$ cat src/rtl/core/bdq_pkg.sv
// ----------------------------------------------------------------------------
// bdq_pkg
// Shared command and status codes for the bounded deque.
// ----------------------------------------------------------------------------
package bdq_pkg;

  localparam int unsigned CMD_W    = 3;
  localparam int unsigned VALUE_W  = 32;
  localparam int unsigned OCC_W    = 5;
  localparam int unsigned STATUS_W = 2;

  typedef enum logic [CMD_W-1:0] {
    CMD_PUSH_BACK  = 3'd0,
    CMD_POP_BACK   = 3'd1,
    CMD_PUSH_FRONT = 3'd2,
    CMD_POP_FRONT  = 3'd3,
    CMD_DELETE     = 3'd4
  } cmd_t;

  typedef enum logic [STATUS_W-1:0] {
    ST_OK      = 2'd0,
    ST_EMPTY   = 2'd1,
    ST_FULL    = 2'd2,
    ST_NOMATCH = 2'd3
  } status_t;

endpackage

$ cat src/rtl/core/bdq_ram.sv
// ----------------------------------------------------------------------------
// bdq_ram
// Generic simple dual-port RAM: one write port, one read port with the read
// data registered.
// ----------------------------------------------------------------------------
module bdq_ram #(
  parameter int unsigned WIDTH = 32,
  parameter int unsigned DEPTH = 16
) (
  input  logic                                    clk,
  input  logic                                    wr_en,
  input  logic [(DEPTH > 1 ? $clog2(DEPTH) : 1)-1:0] wr_addr,
  input  logic [WIDTH-1:0]                        wr_data,
  input  logic [(DEPTH > 1 ? $clog2(DEPTH) : 1)-1:0] rd_addr,
  output logic [WIDTH-1:0]                        rd_data
);

  logic [WIDTH-1:0] mem [DEPTH];

  always_ff @(posedge clk) begin
    if (wr_en) begin
      mem[wr_addr] <= wr_data;
    end
    rd_data <= mem[rd_addr];
  end

endmodule

$ cat src/rtl/core/bounded_deque_with_delete_top.sv
// ----------------------------------------------------------------------------
// bounded_deque_with_delete_top
// Bounded double-ended queue with delete of the first matching entry.
// ----------------------------------------------------------------------------
// The entries live in a circular buffer in one RAM with a registered read
// port; a head pointer and a count locate the front and the back. One
// request is handled at a time. A push and a refused or unknown request go
// from S_IDLE to S_DONE; a pop passes S_READ and then S_DONE. A delete reads
// the entries from the front one per cycle until it finds a match or reaches
// the back, then moves each entry behind the match one place forward, one
// per cycle. A new request is taken while a finished result still waits on
// the output.
module bounded_deque_with_delete_top #(
  parameter int unsigned CAPACITY   = 16,
  parameter int unsigned DATA_WIDTH = 32
) (
  input  logic                          clk,
  input  logic                          rst_n,
  input  logic                          in_valid,
  output logic                          in_stall,
  input  logic [bdq_pkg::CMD_W-1:0]     in_command,
  input  logic [bdq_pkg::VALUE_W-1:0]   in_value,
  output logic                          out_valid,
  input  logic                          out_stall,
  output logic [bdq_pkg::VALUE_W-1:0]   out_popped_value,
  output logic [bdq_pkg::OCC_W-1:0]     out_occupancy,
  output logic [bdq_pkg::STATUS_W-1:0]  out_status
);
  import bdq_pkg::*;

  localparam int unsigned AW = (CAPACITY > 1) ? $clog2(CAPACITY) : 1;
  localparam int unsigned CW = $clog2(CAPACITY + 1);
  localparam int unsigned PW = CW + 1;
  localparam logic [CW-1:0] CAP_C = CW'(CAPACITY);

  typedef enum logic [2:0] {S_IDLE, S_READ, S_SCAN, S_SHIFT, S_DONE} state_t;

  state_t                state_r, state_nxt;
  logic [AW-1:0]         head_r, head_nxt;
  logic [CW-1:0]         count_r, count_nxt;
  logic [CW-1:0]         idx_r, idx_nxt;
  logic [DATA_WIDTH-1:0] val_r, val_nxt;
  logic [DATA_WIDTH-1:0] res_pop_r, res_pop_nxt;
  status_t               res_st_r, res_st_nxt;
  logic                  out_valid_r, out_valid_nxt;
  logic [VALUE_W-1:0]    out_pop_r, out_pop_nxt;
  logic [OCC_W-1:0]      out_occ_r, out_occ_nxt;
  status_t               out_st_r, out_st_nxt;

  logic                  wr_en;
  logic [AW-1:0]         wr_addr, rd_addr;
  logic [DATA_WIDTH-1:0] wr_data, rd_data, in_val;
  logic                  accept, out_free;

  // Physical RAM address of the entry at a logical position from the front.
  function automatic logic [AW-1:0] phys(input logic [AW-1:0] hd,
                                         input logic [CW-1:0] pos);
    logic [PW-1:0] s;
    s = PW'(hd) + PW'(pos);
    if (s >= PW'(CAPACITY)) begin
      s = s - PW'(CAPACITY);
    end
    return AW'(s);
  endfunction

  bdq_ram #(.WIDTH(DATA_WIDTH), .DEPTH(CAPACITY)) u_ram (
    .clk     (clk),
    .wr_en   (wr_en),
    .wr_addr (wr_addr),
    .wr_data (wr_data),
    .rd_addr (rd_addr),
    .rd_data (rd_data)
  );

  assign in_val   = DATA_WIDTH'(in_value);
  assign in_stall = (state_r != S_IDLE);
  assign accept   = in_valid && !in_stall;
  assign out_free = !out_valid_r || !out_stall;

  always_comb begin
    state_nxt     = state_r;
    head_nxt      = head_r;
    count_nxt     = count_r;
    idx_nxt       = idx_r;
    val_nxt       = val_r;
    res_pop_nxt   = res_pop_r;
    res_st_nxt    = res_st_r;
    out_valid_nxt = out_valid_r;
    out_pop_nxt   = out_pop_r;
    out_occ_nxt   = out_occ_r;
    out_st_nxt    = out_st_r;
    wr_en         = 1'b0;
    wr_addr       = '0;
    wr_data       = in_val;
    rd_addr       = '0;

    if (out_valid_r && !out_stall) begin
      out_valid_nxt = 1'b0;
    end

    case (state_r)
      S_IDLE: begin
        if (accept) begin
          val_nxt     = in_val;
          res_pop_nxt = '0;
          res_st_nxt  = ST_OK;
          idx_nxt     = '0;
          state_nxt   = S_DONE;
          case (in_command)
            CMD_PUSH_BACK: begin
              if (count_r == CAP_C) begin
                res_st_nxt = ST_FULL;
              end else begin
                wr_en     = 1'b1;
                wr_addr   = phys(head_r, count_r);
                count_nxt = count_r + 1'b1;
              end
            end
            CMD_PUSH_FRONT: begin
              if (count_r == CAP_C) begin
                res_st_nxt = ST_FULL;
              end else begin
                head_nxt  = (head_r == '0) ? AW'(CAPACITY - 1) : head_r - 1'b1;
                wr_en     = 1'b1;
                wr_addr   = head_nxt;
                count_nxt = count_r + 1'b1;
              end
            end
            CMD_POP_BACK: begin
              if (count_r == '0) begin
                res_st_nxt = ST_EMPTY;
              end else begin
                rd_addr   = phys(head_r, count_r - 1'b1);
                count_nxt = count_r - 1'b1;
                state_nxt = S_READ;
              end
            end
            CMD_POP_FRONT: begin
              if (count_r == '0) begin
                res_st_nxt = ST_EMPTY;
              end else begin
                rd_addr   = head_r;
                head_nxt  = phys(head_r, CW'(1));
                count_nxt = count_r - 1'b1;
                state_nxt = S_READ;
              end
            end
            CMD_DELETE: begin
              if (count_r == '0) begin
                res_st_nxt = ST_NOMATCH;
              end else begin
                rd_addr   = head_r;
                state_nxt = S_SCAN;
              end
            end
            default: begin
            end
          endcase
        end
      end
      S_READ: begin
        res_pop_nxt = rd_data;
        state_nxt   = S_DONE;
      end
      S_SCAN: begin
        // rd_data holds the entry at position idx_r.
        if (rd_data == val_r) begin
          if (idx_r + 1'b1 == count_r) begin
            count_nxt = count_r - 1'b1;
            state_nxt = S_DONE;
          end else begin
            rd_addr   = phys(head_r, idx_r + 1'b1);
            state_nxt = S_SHIFT;
          end
        end else if (idx_r + 1'b1 == count_r) begin
          res_st_nxt = ST_NOMATCH;
          state_nxt  = S_DONE;
        end else begin
          idx_nxt = idx_r + 1'b1;
          rd_addr = phys(head_r, idx_r + 1'b1);
        end
      end
      S_SHIFT: begin
        // rd_data holds the entry at idx_r + 1; move it down one place.
        wr_en   = 1'b1;
        wr_addr = phys(head_r, idx_r);
        wr_data = rd_data;
        idx_nxt = idx_r + 1'b1;
        if (CW'(idx_r + 2'd2) == count_r) begin
          count_nxt = count_r - 1'b1;
          state_nxt = S_DONE;
        end else begin
          rd_addr = phys(head_r, CW'(idx_r + 2'd2));
        end
      end
      S_DONE: begin
        if (out_free) begin
          out_valid_nxt = 1'b1;
          out_pop_nxt   = VALUE_W'(res_pop_r);
          out_occ_nxt   = OCC_W'(count_r);
          out_st_nxt    = res_st_r;
          state_nxt     = S_IDLE;
        end
      end
      default: begin
        state_nxt = S_IDLE;
      end
    endcase
  end

  always_ff @(posedge clk) begin
    if (!rst_n) begin
      state_r     <= S_IDLE;
      head_r      <= '0;
      count_r     <= '0;
      out_valid_r <= 1'b0;
    end else begin
      state_r     <= state_nxt;
      head_r      <= head_nxt;
      count_r     <= count_nxt;
      out_valid_r <= out_valid_nxt;
    end
    idx_r     <= idx_nxt;
    val_r     <= val_nxt;
    res_pop_r <= res_pop_nxt;
    res_st_r  <= res_st_nxt;
    out_pop_r <= out_pop_nxt;
    out_occ_r <= out_occ_nxt;
    out_st_r  <= out_st_nxt;
  end

  assign out_valid        = out_valid_r;
  assign out_popped_value = out_pop_r;
  assign out_occupancy    = out_occ_r;
  assign out_status       = out_st_r;

endmodule

$ cat config.mk
export PLATFORM = sky130hd
export DESIGN_NAME = bounded_deque_with_delete_top
export DESIGN_NICKNAME = d
export VERILOG_FILES = /design/src/rtl/core/bdq_pkg.sv /design/src/rtl/core/bdq_ram.sv /design/src/rtl/core/bounded_deque_with_delete_top.sv
export SDC_FILE = /design/constraint.sdc
export NUM_CORES = 1
export LEC_CHECK = 0
export BUFFER_PORTS_ARGS = -buffer_cell sky130_fd_sc_hd__buf_4
export CAP_MARGIN = 30
export CORE_MARGIN = 8
export CORE_UTILIZATION = 30
export CTS_CLUSTER_DIAMETER = 200
export CTS_CLUSTER_SIZE = 8
export DETAILED_ROUTE_END_ITERATION = 8
export PLACE_DENSITY = 0.49
export SYNTH_ARGS = -nofsm -noshare
export SYNTH_HDL_FRONTEND = slang
export SYNTH_SLANG_ARGS = --single-unit
$ cat constraint.sdc
create_clock -name clk -period 8.09 [get_ports clk]
set_input_delay 0.809 -clock clk [delete_from_list [all_inputs] [get_ports clk]]
set_output_delay 0.809 -clock clk [all_outputs]
set_load 0.01 [all_outputs]
Word level (Yosys, flattened, before mapping)
Memories as Yosys holds them, arrays and structs flattened. A register that Yosys moved wholly into a read port is not among the register bits. Cells that the tools add are included.

RAM bits: 512. Flip-flop bits (word level): 123. Memories: 1. Logic and storage cells: 150.

Memories: u_ram.mem (depth 16, width 32, read ports 1, clocked after memory_dff 1, write ports 1, line bdq_ram.sv:18) `logic [WIDTH-1:0] mem [DEPTH];`.

Eq/ne operators: 25. Magnitude comparators: 6. $add $sub $neg: 17. Muxes and demuxes: 64. Reductions and logical operators: 26.

Operators by type and width (number): two-way mux 4 bit (17); two-way mux 32 bit (2); one-hot mux 32 bit (2 select lines) (1); two-way mux 5 bit (9); equality test 32 bit (1); one-hot mux 4 bit (2 select lines) (4); adder 4 x 5 -> 6 bit (5); >= comparator 6 x 5 -> 1 bit, second input constant (5); one-hot mux 5 bit (3 select lines) (2); subtractor 4 x 1 -> 4 bit, second input constant (7); two-way mux 3 bit (8); != test 2 bit, second input constant (9); one-hot mux 3 bit (5 select lines) (1); equality test 3 x 2 -> 1 bit, second input constant (4); != test 3 bit, second input constant (4); one-hot mux 4 bit (3 select lines) (1); AND reduction 4 bit (3); adder 5 x 1 -> 5 bit, second input constant (2); equality test 5 bit (2); two-way mux 2 bit (5); one-hot mux 5 bit (2 select lines) (1); two-way mux 1 bit (9); AND reduction 8 bit (1); equality test 3 x 1 -> 1 bit, second input constant (2); other kinds (21) (33).

Depth between registers and ports, before layout
Gate-level depths: netlist of the first run.

Word-level depth: 8. Gate-level depth with buffers: 15. Depth with buffers taken out: 12.

By module
A second synthesis of the first run with hierarchy kept.

Cells, all modules: 1322. Area total of the unflattened synthesis: 26131.3 sq um.

By module, submodules not included: bdq_ram (cells an instance 838, times used 1, area an instance 19835.3 sq um); bounded_deque_with_delete_top (cells an instance 484, times used 1, area an instance 6296.0 sq um).

Least setup slack after synthesis of the first run
No wires, ideal clock.

Path kind: register to register. From: reg head_r[1]. To: mem u_ram.mem[13][0] (enable). Arrival: 4.403 ns. Setup slack: 3.219 ns. Cell stages (with the launch flop): 7. Library setup time: 0.468 ns. Path through: dfxtp_1 inv_1 fa_1 a22oi_1 o21ai_0 or2_2 nor3b_1.

Word-level cells in the longest chain between the ends: 7.

Ends and longest elaborated chain: from (decl) (line bounded_deque_with_delete_top.sv:39) `logic [AW-1:0] head_r, head_nxt;`; from (signal assigned) (line bounded_deque_with_delete_top.sv:219) `head_r <= head_nxt;`; adder 4 x 5 -> 6 bit (line bounded_deque_with_delete_top.sv:59) `s = PW'(hd) + PW'(pos);`; >= comparator 6 x 5 -> 1 bit or subtractor 4 x 1 -> 4 bit (tied branches) (line bounded_deque_with_delete_top.sv:60, bounded_deque_with_delete_top.sv:61); two-way mux 4 bit (line bounded_deque_with_delete_top.sv:60) `if (s >= PW'(CAPACITY)) begin`; two-way mux 4 bit (line bounded_deque_with_delete_top.sv:111) `if (count_r == CAP_C) begin`; one-hot mux 4 bit (2 select lines) (line bounded_deque_with_delete_top.sv:109) `case (in_command)`; two-way mux 4 bit (line bounded_deque_with_delete_top.sv:103) `if (accept) begin`; one-hot mux 4 bit (2 select lines) (*) (line bounded_deque_with_delete_top.sv:101) `case (state_r)`; to (decl) (line bdq_ram.sv:18).

Mark *: on every way between the ends. The rest lies on a longest branch, timed or not.

Worst setup path after layout of the first run
From: reg state_r[1]. To: reg u_ram.rd_data[20], read port of u_ram.mem.

Word-level cells in the longest chain between the ends: 5.

Ends and longest elaborated chain: from (decl) (line bounded_deque_with_delete_top.sv:38) `state_t state_r, state_nxt;`; from (signal assigned) (line bounded_deque_with_delete_top.sv:218) `state_r <= state_nxt;`; nonzero test 3 bit (line bounded_deque_with_delete_top.sv:76) `assign in_stall = (state_r != S_IDLE);`; zero test 1 bit (line bounded_deque_with_delete_top.sv:77) `assign accept = in_valid && !in_stall;`; logical AND 1 bit (line bounded_deque_with_delete_top.sv:77); two-way mux 4 bit (line bounded_deque_with_delete_top.sv:103); one-hot mux 4 bit (3 select lines) (*) (line bounded_deque_with_delete_top.sv:101); to (decl) (line bdq_ram.sv:15) `output logic [WIDTH-1:0] rd_data`.

Marked as above. A chain may end at the register's enable or synchronous reset.

==> results of run 1 <==
## power by group
| group | switching, uW | internal (uW) |
|---|---|---|
| Sequential | 58.1 | 3860 |
| Combinational | 240 | 137 |
| Clock | 1440 | 2210 |
| Total | 1740 | 6210 |
## per-layer routing
layer  up-vias  GRT usage, %  share of wire (%)
li1       7210             -                  -
met3       119         2.470                5.8
met5         -             0              0.018
met2       511         23.98                 48
met4         2         4.894                2.6
met1      7988         19.06                 43
## per-stage QoR
step / area [um^2] / cells / setup WS, ns / power (uW) / utilization [%]
6_report: 31720 / 3224 / 3.599 / 7945 / 35.40
5_1_grt: 31710 / 3221 / 3.252 / 8218 / 35.39
4_1_cts: 31680 / 3219 / 3.420 / 8038 / 35.35
3_5_place_dp: 28920 / 3050 / 3.424 / 4369 / 32.28
3_3_place_gp: 28920 / 3050 / 3.566 / 4362 / 32.28
2_1_floorplan: 26990 / 1863 / 3.219 / 4196 / -
## sequential cells by signal, summed over array words and instances (netlist names)
name	flops
u_ram.mem	512
out_popped_value	32
res_pop_r	32
u_ram.rd_data	32
val_r	32
count_r	5
idx_r	5
out_occupancy	5
head_r	4
state_r	3
out_status	2
res_st_r	2
out_valid	1
## cells in the final DEF, fill, tap and decap left out, types with 14 or more instances in the layout
cell type / count
clkbuf_1: 68
a22o_1: 66
clkbuf_16: 96
inv_1: 18
nand2_1: 320
or3_1: 34
xnor2_1: 52
and2_1: 39
ha_1: 21
a21oi_1: 146
o21ai_0: 14
buf_4: 118
nor2_1: 21
and3_1: 31
a211oi_1: 32
dfxtp_1: 45
mux2i_1: 97
edfxtp_1: 622
o22ai_1: 64
## worst max-delay path by stage
stage,startpoint,cells after the start,to
global placement,state_r[1],9,u_ram.rd_data[14]
floorplan,head_r[1],6,u_ram.mem[13][0]
finish,state_r[1],10,u_ram.rd_data[20]
detailed placement,state_r[1],9,u_ram.rd_data[15]
CTS,state_r[1],9,u_ram.rd_data[24]
global route,state_r[1],10,u_ram.rd_data[20]
## kinds of logic after synthesis
kind of cell | count (synthesis) | share of synthesized area (%)
multiplexers | 98 | 3.639
buffers and inverters | 126 | 2.541
flip-flops | 667 | 72.55
AO/OA/AOI/OAI | 364 | 8.878
adder cells (fa/ha/maj) | 26 | 1.344
XOR/XNOR | 66 | 2.309
AND/OR/NAND/NOR | 516 | 8.744
## cell type report
type | instances | share of cell area [%]
Inverter | 19 | 0.2248
Multi-Input combinational cell | 1070 | 21.76
Antenna cell | 3 | 0.02367
Tap cell | 1176 | 4.639
Clock buffer | 164 | 8.378
Timing Repair Buffer | 120 | 2.943
Clock inverter | 5 | 0.3037
Sequential cell | 667 | 61.73
==> summary.txt, run 1 <==
Synth
  • Synth top area cells: edfxtp_1 (69%), nand2_1 (4.5%), mux2i_1 (3.6%)
  • Yosys top cell area share: 69.21%
  • Synth Flop Type: edfxtp_1
  • Top-count cell post-synth: edfxtp_1
  • Cell count after synthesis: 1863
  • Number of flops mapped to enable cells by yosys: 622
  • Ys Warns: 0
  • Number of distinct library cells after synthesis: 65
  • Yosys reg bits: between 600 and 700
  • Post-Syn Nets: ~1900
  • Largest area contributor in the netlist: edfxtp_1
  • FFs w/ async S/R, synth: 0%
  • Seq/Total Area, Yosys: 72.55%
  • Synthesized area: 26990 um^2
  • Post-synth top cells: edfxtp_1 (622), nand2_1 (321), a21oi_1 (147)
  • Syn avg cell area: 14.49 um^2

Detailed routing
  • Vias per Instance: 4.910
  • Drt drc: 0
  • Routed vias: 15830
  • ANT nets after route: 0
  • WL final: 73410 um
  • DRT iter0 DRCs: 1395
  • 1st-pass router iterations: 5
  • Per-cell routed wire length: 22.77 um

Timing
  • Final hold vios: 0
  • Fmax achieved: 222.7 MHz
  • Setup Total Neg Slack: 0 ns
  • RSZ-0062 raised after global routing: false
  • Fin crit share: 55.51%
  • Setup violation total in the final timing report: 0
  • WHS: 0.3622 ns
  • Slew Viols, Final: 0
  • Period minus WS final: 4.491 ns
  • Clk_skew: 0.03043 ns
  • Worst-margin pin slew: 1.085 ns
  • Normalized max-slew margin: 27.69%

Die
  • Initial Utilization: 30.12%
  • Die Span Y: about 320 um
  • Die area: 99810 um^2
  • Chip Width: 315.9 um
  • Io pins: 80
  • Core ar.: 89600 um^2
  • Placement row count: between 100 and 150

Global route
  • GRT overflow: 0
  • GRT Total Usage: 14.44%
  • Antenna violations before repair: 5
  • Vias in the first global route: approximately 16000
  • First-pass GRT wire length: 106800 um
  • Largest net degree at the start of global routing: between 150 and 200

Layout
  • Area occupied by registers: 19580 um^2
  • Fillers: 8536
  • Area occupied by multi-input gates: 6903 um^2
  • Share of layout cells above drive strength 1: 13.01%
  • Area Overhead vs Synth: 17.53%
  • Nets: just over 2000

Power and ir drop
  • Peak VDD IR: about 0.15 mV
  • Pwr/cell area: approximately 250 nW/um^2
  • P_leak: 0.01103 uW

Worst setup path
  • CP required: around 8.6 ns
  • WP data arrival: 5.00 ns
  • R2R setup slack: 3.60 ns
  • Cell depth of the worst flop-to-flop path: 10
  • CP Launch Type: flip-flop
  • Reg-to-Reg End: u_ram.rd_data[20]
  • Worst-path cell chain: nand2b_1 -> nor2_8 -> o31ai_2 -> buf_4 -> o221ai_4 -> buf_4 -> buf_4 -> mux2i_1 -> a211oi_1 -> or3_1
  • R2r startpoint: state_r[1]
  • CP max FO: 54
  • Top delay family on crit path: buffers and inverters
  • Kind of critical path: reg2reg
  • Critical path endpoint category: flip-flop
  • Buf+Inv Stages, Crit Path: 3
  • Worst stage delay on the critical path: 0.82 ns
  • Cell repeated most along the worst path: buf_4
  • Crit-path slowest cell: nor2_8

Flow run
  • Number of max-cap violations: 0

Clock tree
  • Num CTS Buffers: 93
  • Clock sink total: between 600 and 700
  • Clock-pin transition on the worst setup and hold timing paths: 0.05 ns
  • Skew-Pair Late Insertion Delay: 0.64 ns
  • CTS Buffer Depth: 3
  • TritonCTS clock tree: done
  • Hold-fix buffers, CTS: 0
  • CTS H-tree lvls: 3
  • Number of setup buffers added after CTS: 0
  • Post-CTS resize count: 0
  • CTS root buf: clkbuf_16

Outcome
  • Run status: completed

Worst hold path
  • Endpoint, Worst Hold: val_r[17]
  • Hold depth: 1
  • Min-delay src: in_value[17]
  • Hold Crit Class: in2reg

Placed design
  • HPWL Detailed: 39580 um
  • PortBufs: 79
  • Placer congestion estimate: 0.7901
No activity file was read; power rests on OpenSTA's default activity.
==> run 2, diff against run 1 <==
Settings changed: ABC_AREA set to 1, PLACE_DENSITY 0.49 to 0.51.
Clock period 8.09 ns to 3.65 ns, I/O delays scaled along.
==> summary.txt, run 2 <==
Outcome
  • Run status: completed

Timing
  • Final hold vios: 0
  • Fmax achieved: approximately 310 MHz
  • RSZ-0062 raised after global routing: false
  • Slew Viols, Final: 0
  • Period minus WS final: 3.224 ns
  • Normalized max-slew margin: between 20% and 30%
  • Worst-margin pin slew: 1.086 ns
  • Setup WS post-layout: 0.4263 ns
  • Setup Total Neg Slack: 0 ns
  • Clk_skew: 0.02951 ns
  • Setup violation total in the final timing report: 0
  • Fin crit share: 88.32%

Synth
  • Largest area contributor in the netlist: edfxtp_1
  • Cell count after synthesis: ~2700
  • Number of distinct library cells after synthesis: 36
  • Synthesized area: 29330 um^2
  • FFs w/ async S/R, synth: 0%
  • Yosys top cell area share: 63.68%
  • Synth top area cells: edfxtp_1 (64%), nand3_1 (10%), nand2_1 (6.2%)
  • Seq/Total Area, Yosys: about 67%
  • Post-Syn Nets: 2790
  • Post-synth top cells: edfxtp_1 (622), nand3_1 (605), nand2_1 (482)
  • Number of flops mapped to enable cells by yosys: 622
  • Ys Warns: 0
  • Synth Flop Type: edfxtp_1
  • Top-count cell post-synth: edfxtp_1
  • Syn avg cell area: between 10 and 15 um^2
  • Yosys reg bits: between 600 and 700

Clock tree
  • TritonCTS clock tree: done
  • CTS Buffer Depth: 3
  • Clock sink total: roughly 670
  • Clock-pin transition on the worst setup and hold timing paths: ~0.05 ns
  • Post-CTS resize count: 0
  • CTS root buf: clkbuf_16
  • Num CTS Buffers: between 90 and 100
  • Number of setup buffers added after CTS: 0
  • Skew-Pair Late Insertion Delay: ~0.65 ns
  • CTS H-tree lvls: 3
  • Hold-fix buffers, CTS: 32

Detailed routing
  • ANT nets after route: 0
  • Drt drc: 0
  • Routed vias: just under 20000
  • Vias per Instance: 4.697
  • WL final: 85410 um
  • 1st-pass router iterations: 7
  • Per-cell routed wire length: 20.17 um
  • DRT iter0 DRCs: 1734

Worst setup path
  • CP Launch Type: flip-flop
  • Critical path endpoint category: flip-flop
  • Kind of critical path: reg2reg
  • Crit-path slowest cell: dfxtp_1
  • WP data arrival: approximately 3.7 ns
  • Buf+Inv Stages, Crit Path: 2
  • Worst-path cell chain: inv_1 -> ha_1 -> xor2_1 -> ha_1 -> xor2_1 -> o22ai_1 -> nand2_1 -> o21ai_0 -> nor2_4 -> buf_4 -> nand3_1 -> nand3_1 -> nand2_1
  • Top delay family on crit path: simple AND/OR/NAND/NOR gates
  • Worst stage delay on the critical path: ~0.59 ns
  • CP required: 4.17 ns
  • CP max FO: 32

Global route
  • Largest net degree at the start of global routing: 95
  • First-pass GRT wire length: between 100000 and 150000 um
  • GRT overflow: 0
  • GRT Total Usage: 15.62%
  • Antenna violations before repair: 3
  • Vias in the first global route: 19358

Layout
  • Max reg flops: 512
  • Fillers: 9494
  • Top reg by flops: u_ram.mem
  • Area Overhead vs Synth: 20.38%
  • Share of layout cells above drive strength 1: 10.95%
  • Post-route cell area: between 30000 and 40000 um^2
  • Layout Utilization: 36.46%
  • Nets: 2952
  • Commonest non-fill, non-tap cell in the layout: edfxtp_1
  • Most frequent cells in the layout: edfxtp_1 (622), nand3_1 (602), nand2_1 (482)

Die
  • Die Span Y: 328.7 um
  • Placement row count: between 100 and 150
  • Initial Utilization: 30.29%
  • Core ar.: 96850 um^2
  • Chip Width: 328.7 um
  • Io pins: 80
  • Die area: roughly 110000 um^2

Power and ir drop
  • P_leak: 0.01413 uW
  • PnR Total Power: 21690 uW
  • Pwr/cell area: between 600 and 700 nW/um^2
  • Peak VDD IR: ~0.4 mV

Placed design
  • Placed inst area: 32240 um^2
  • PortBufs: 79
  • HPWL Detailed: 50110 um
  • Placer congestion estimate: 0.8320
  • DP Worst Slack: 0.4470 ns

Worst hold path
  • Hold Crit Class: in2reg

Flow run
  • Number of max-cap violations: 0
run 2: cell types whose count changed after synthesis, sizes merged, moves of 38 or more:
cell	before	now
xnor2	53	15
o22ai	64	7
nand3b	1	99
a21oi	147	28
nand3	8	609
mux2i	97	0
a22o	66	0
inv	19	444
o21ai	15	56
nand2	322	483
and2	39	0
nor2	34	83
run 2: stage by stage:
| stage | hold WS, ns | cells |
|---|---|---|
| floorplan | 0.4003 | 2725 |
| global placement | 0.4033 | 4033 |
| detailed placement | 0.4045 | 4036 |
| CTS | 0.006606 | 4234 |
| global route | 0.02547 | 4234 |
| finish | 0.04666 | 4235 |
run 2: layer usage:
| layer | global-route usage, % | routed length, um | share of wire, % |
|---|---|---|---|
| met1 | 21.92 | 39450 | 46 |
| met2 | 24.71 | 38920 | 46 |
| met3 | 2.836 | 5250 | 6.1 |
| met4 | 4.410 | 1773 | 2.1 |
| met5 | 0 | 13 | 0.015 |
run 2: final timing paths:
check                     start                    to  slack [ns]  depth (start not counted)
setup / recovery     count_r[1]     u_ram.rd_data[24]        0.43                         13
hold / removal            rst_n            count_r[2]        0.05                          3
setup reg to reg     count_r[1]     u_ram.rd_data[24]        0.43                         13
hold reg to reg   res_pop_r[18]  out_popped_value[18]        0.41                          0
run 2: logic make-up after synthesis:
kind of cell | share of synthesized area, %
AND/OR/NAND/NOR | 20.62
flip-flops | 66.75
buffers and inverters | 7.968
AO/OA/AOI/OAI | 1.907
XOR/XNOR | 1.523
adder cells (fa/ha/maj) | 1.237
run 2: worst min-delay path, cell delays in order:
cell,delay (ns)
buf_4,0.14
o21ai_0,0.07
a21oi_1,0.04
run 2: power breakdown:
group / switching, uW / internal, uW
sequential: 339 / 9230
combinational: 2670 / 1330
clock: 3230 / 4880
total: 6240 / 15400
run 2: layout make-up:
class                           count  area (um^2)  area share, %
Clock buffer                      161         2646          7.494
Timing Repair Buffer              211         2081          5.893
Antenna cell                        1        2.502       0.007087
Tap cell                         1276         1597          4.521
Sequential cell                   667        19580          55.45
Multi-Input combinational cell   1470         7639          21.63
Clock inverter                      5        100.1         0.2835
Inverter                          444         1667          4.720
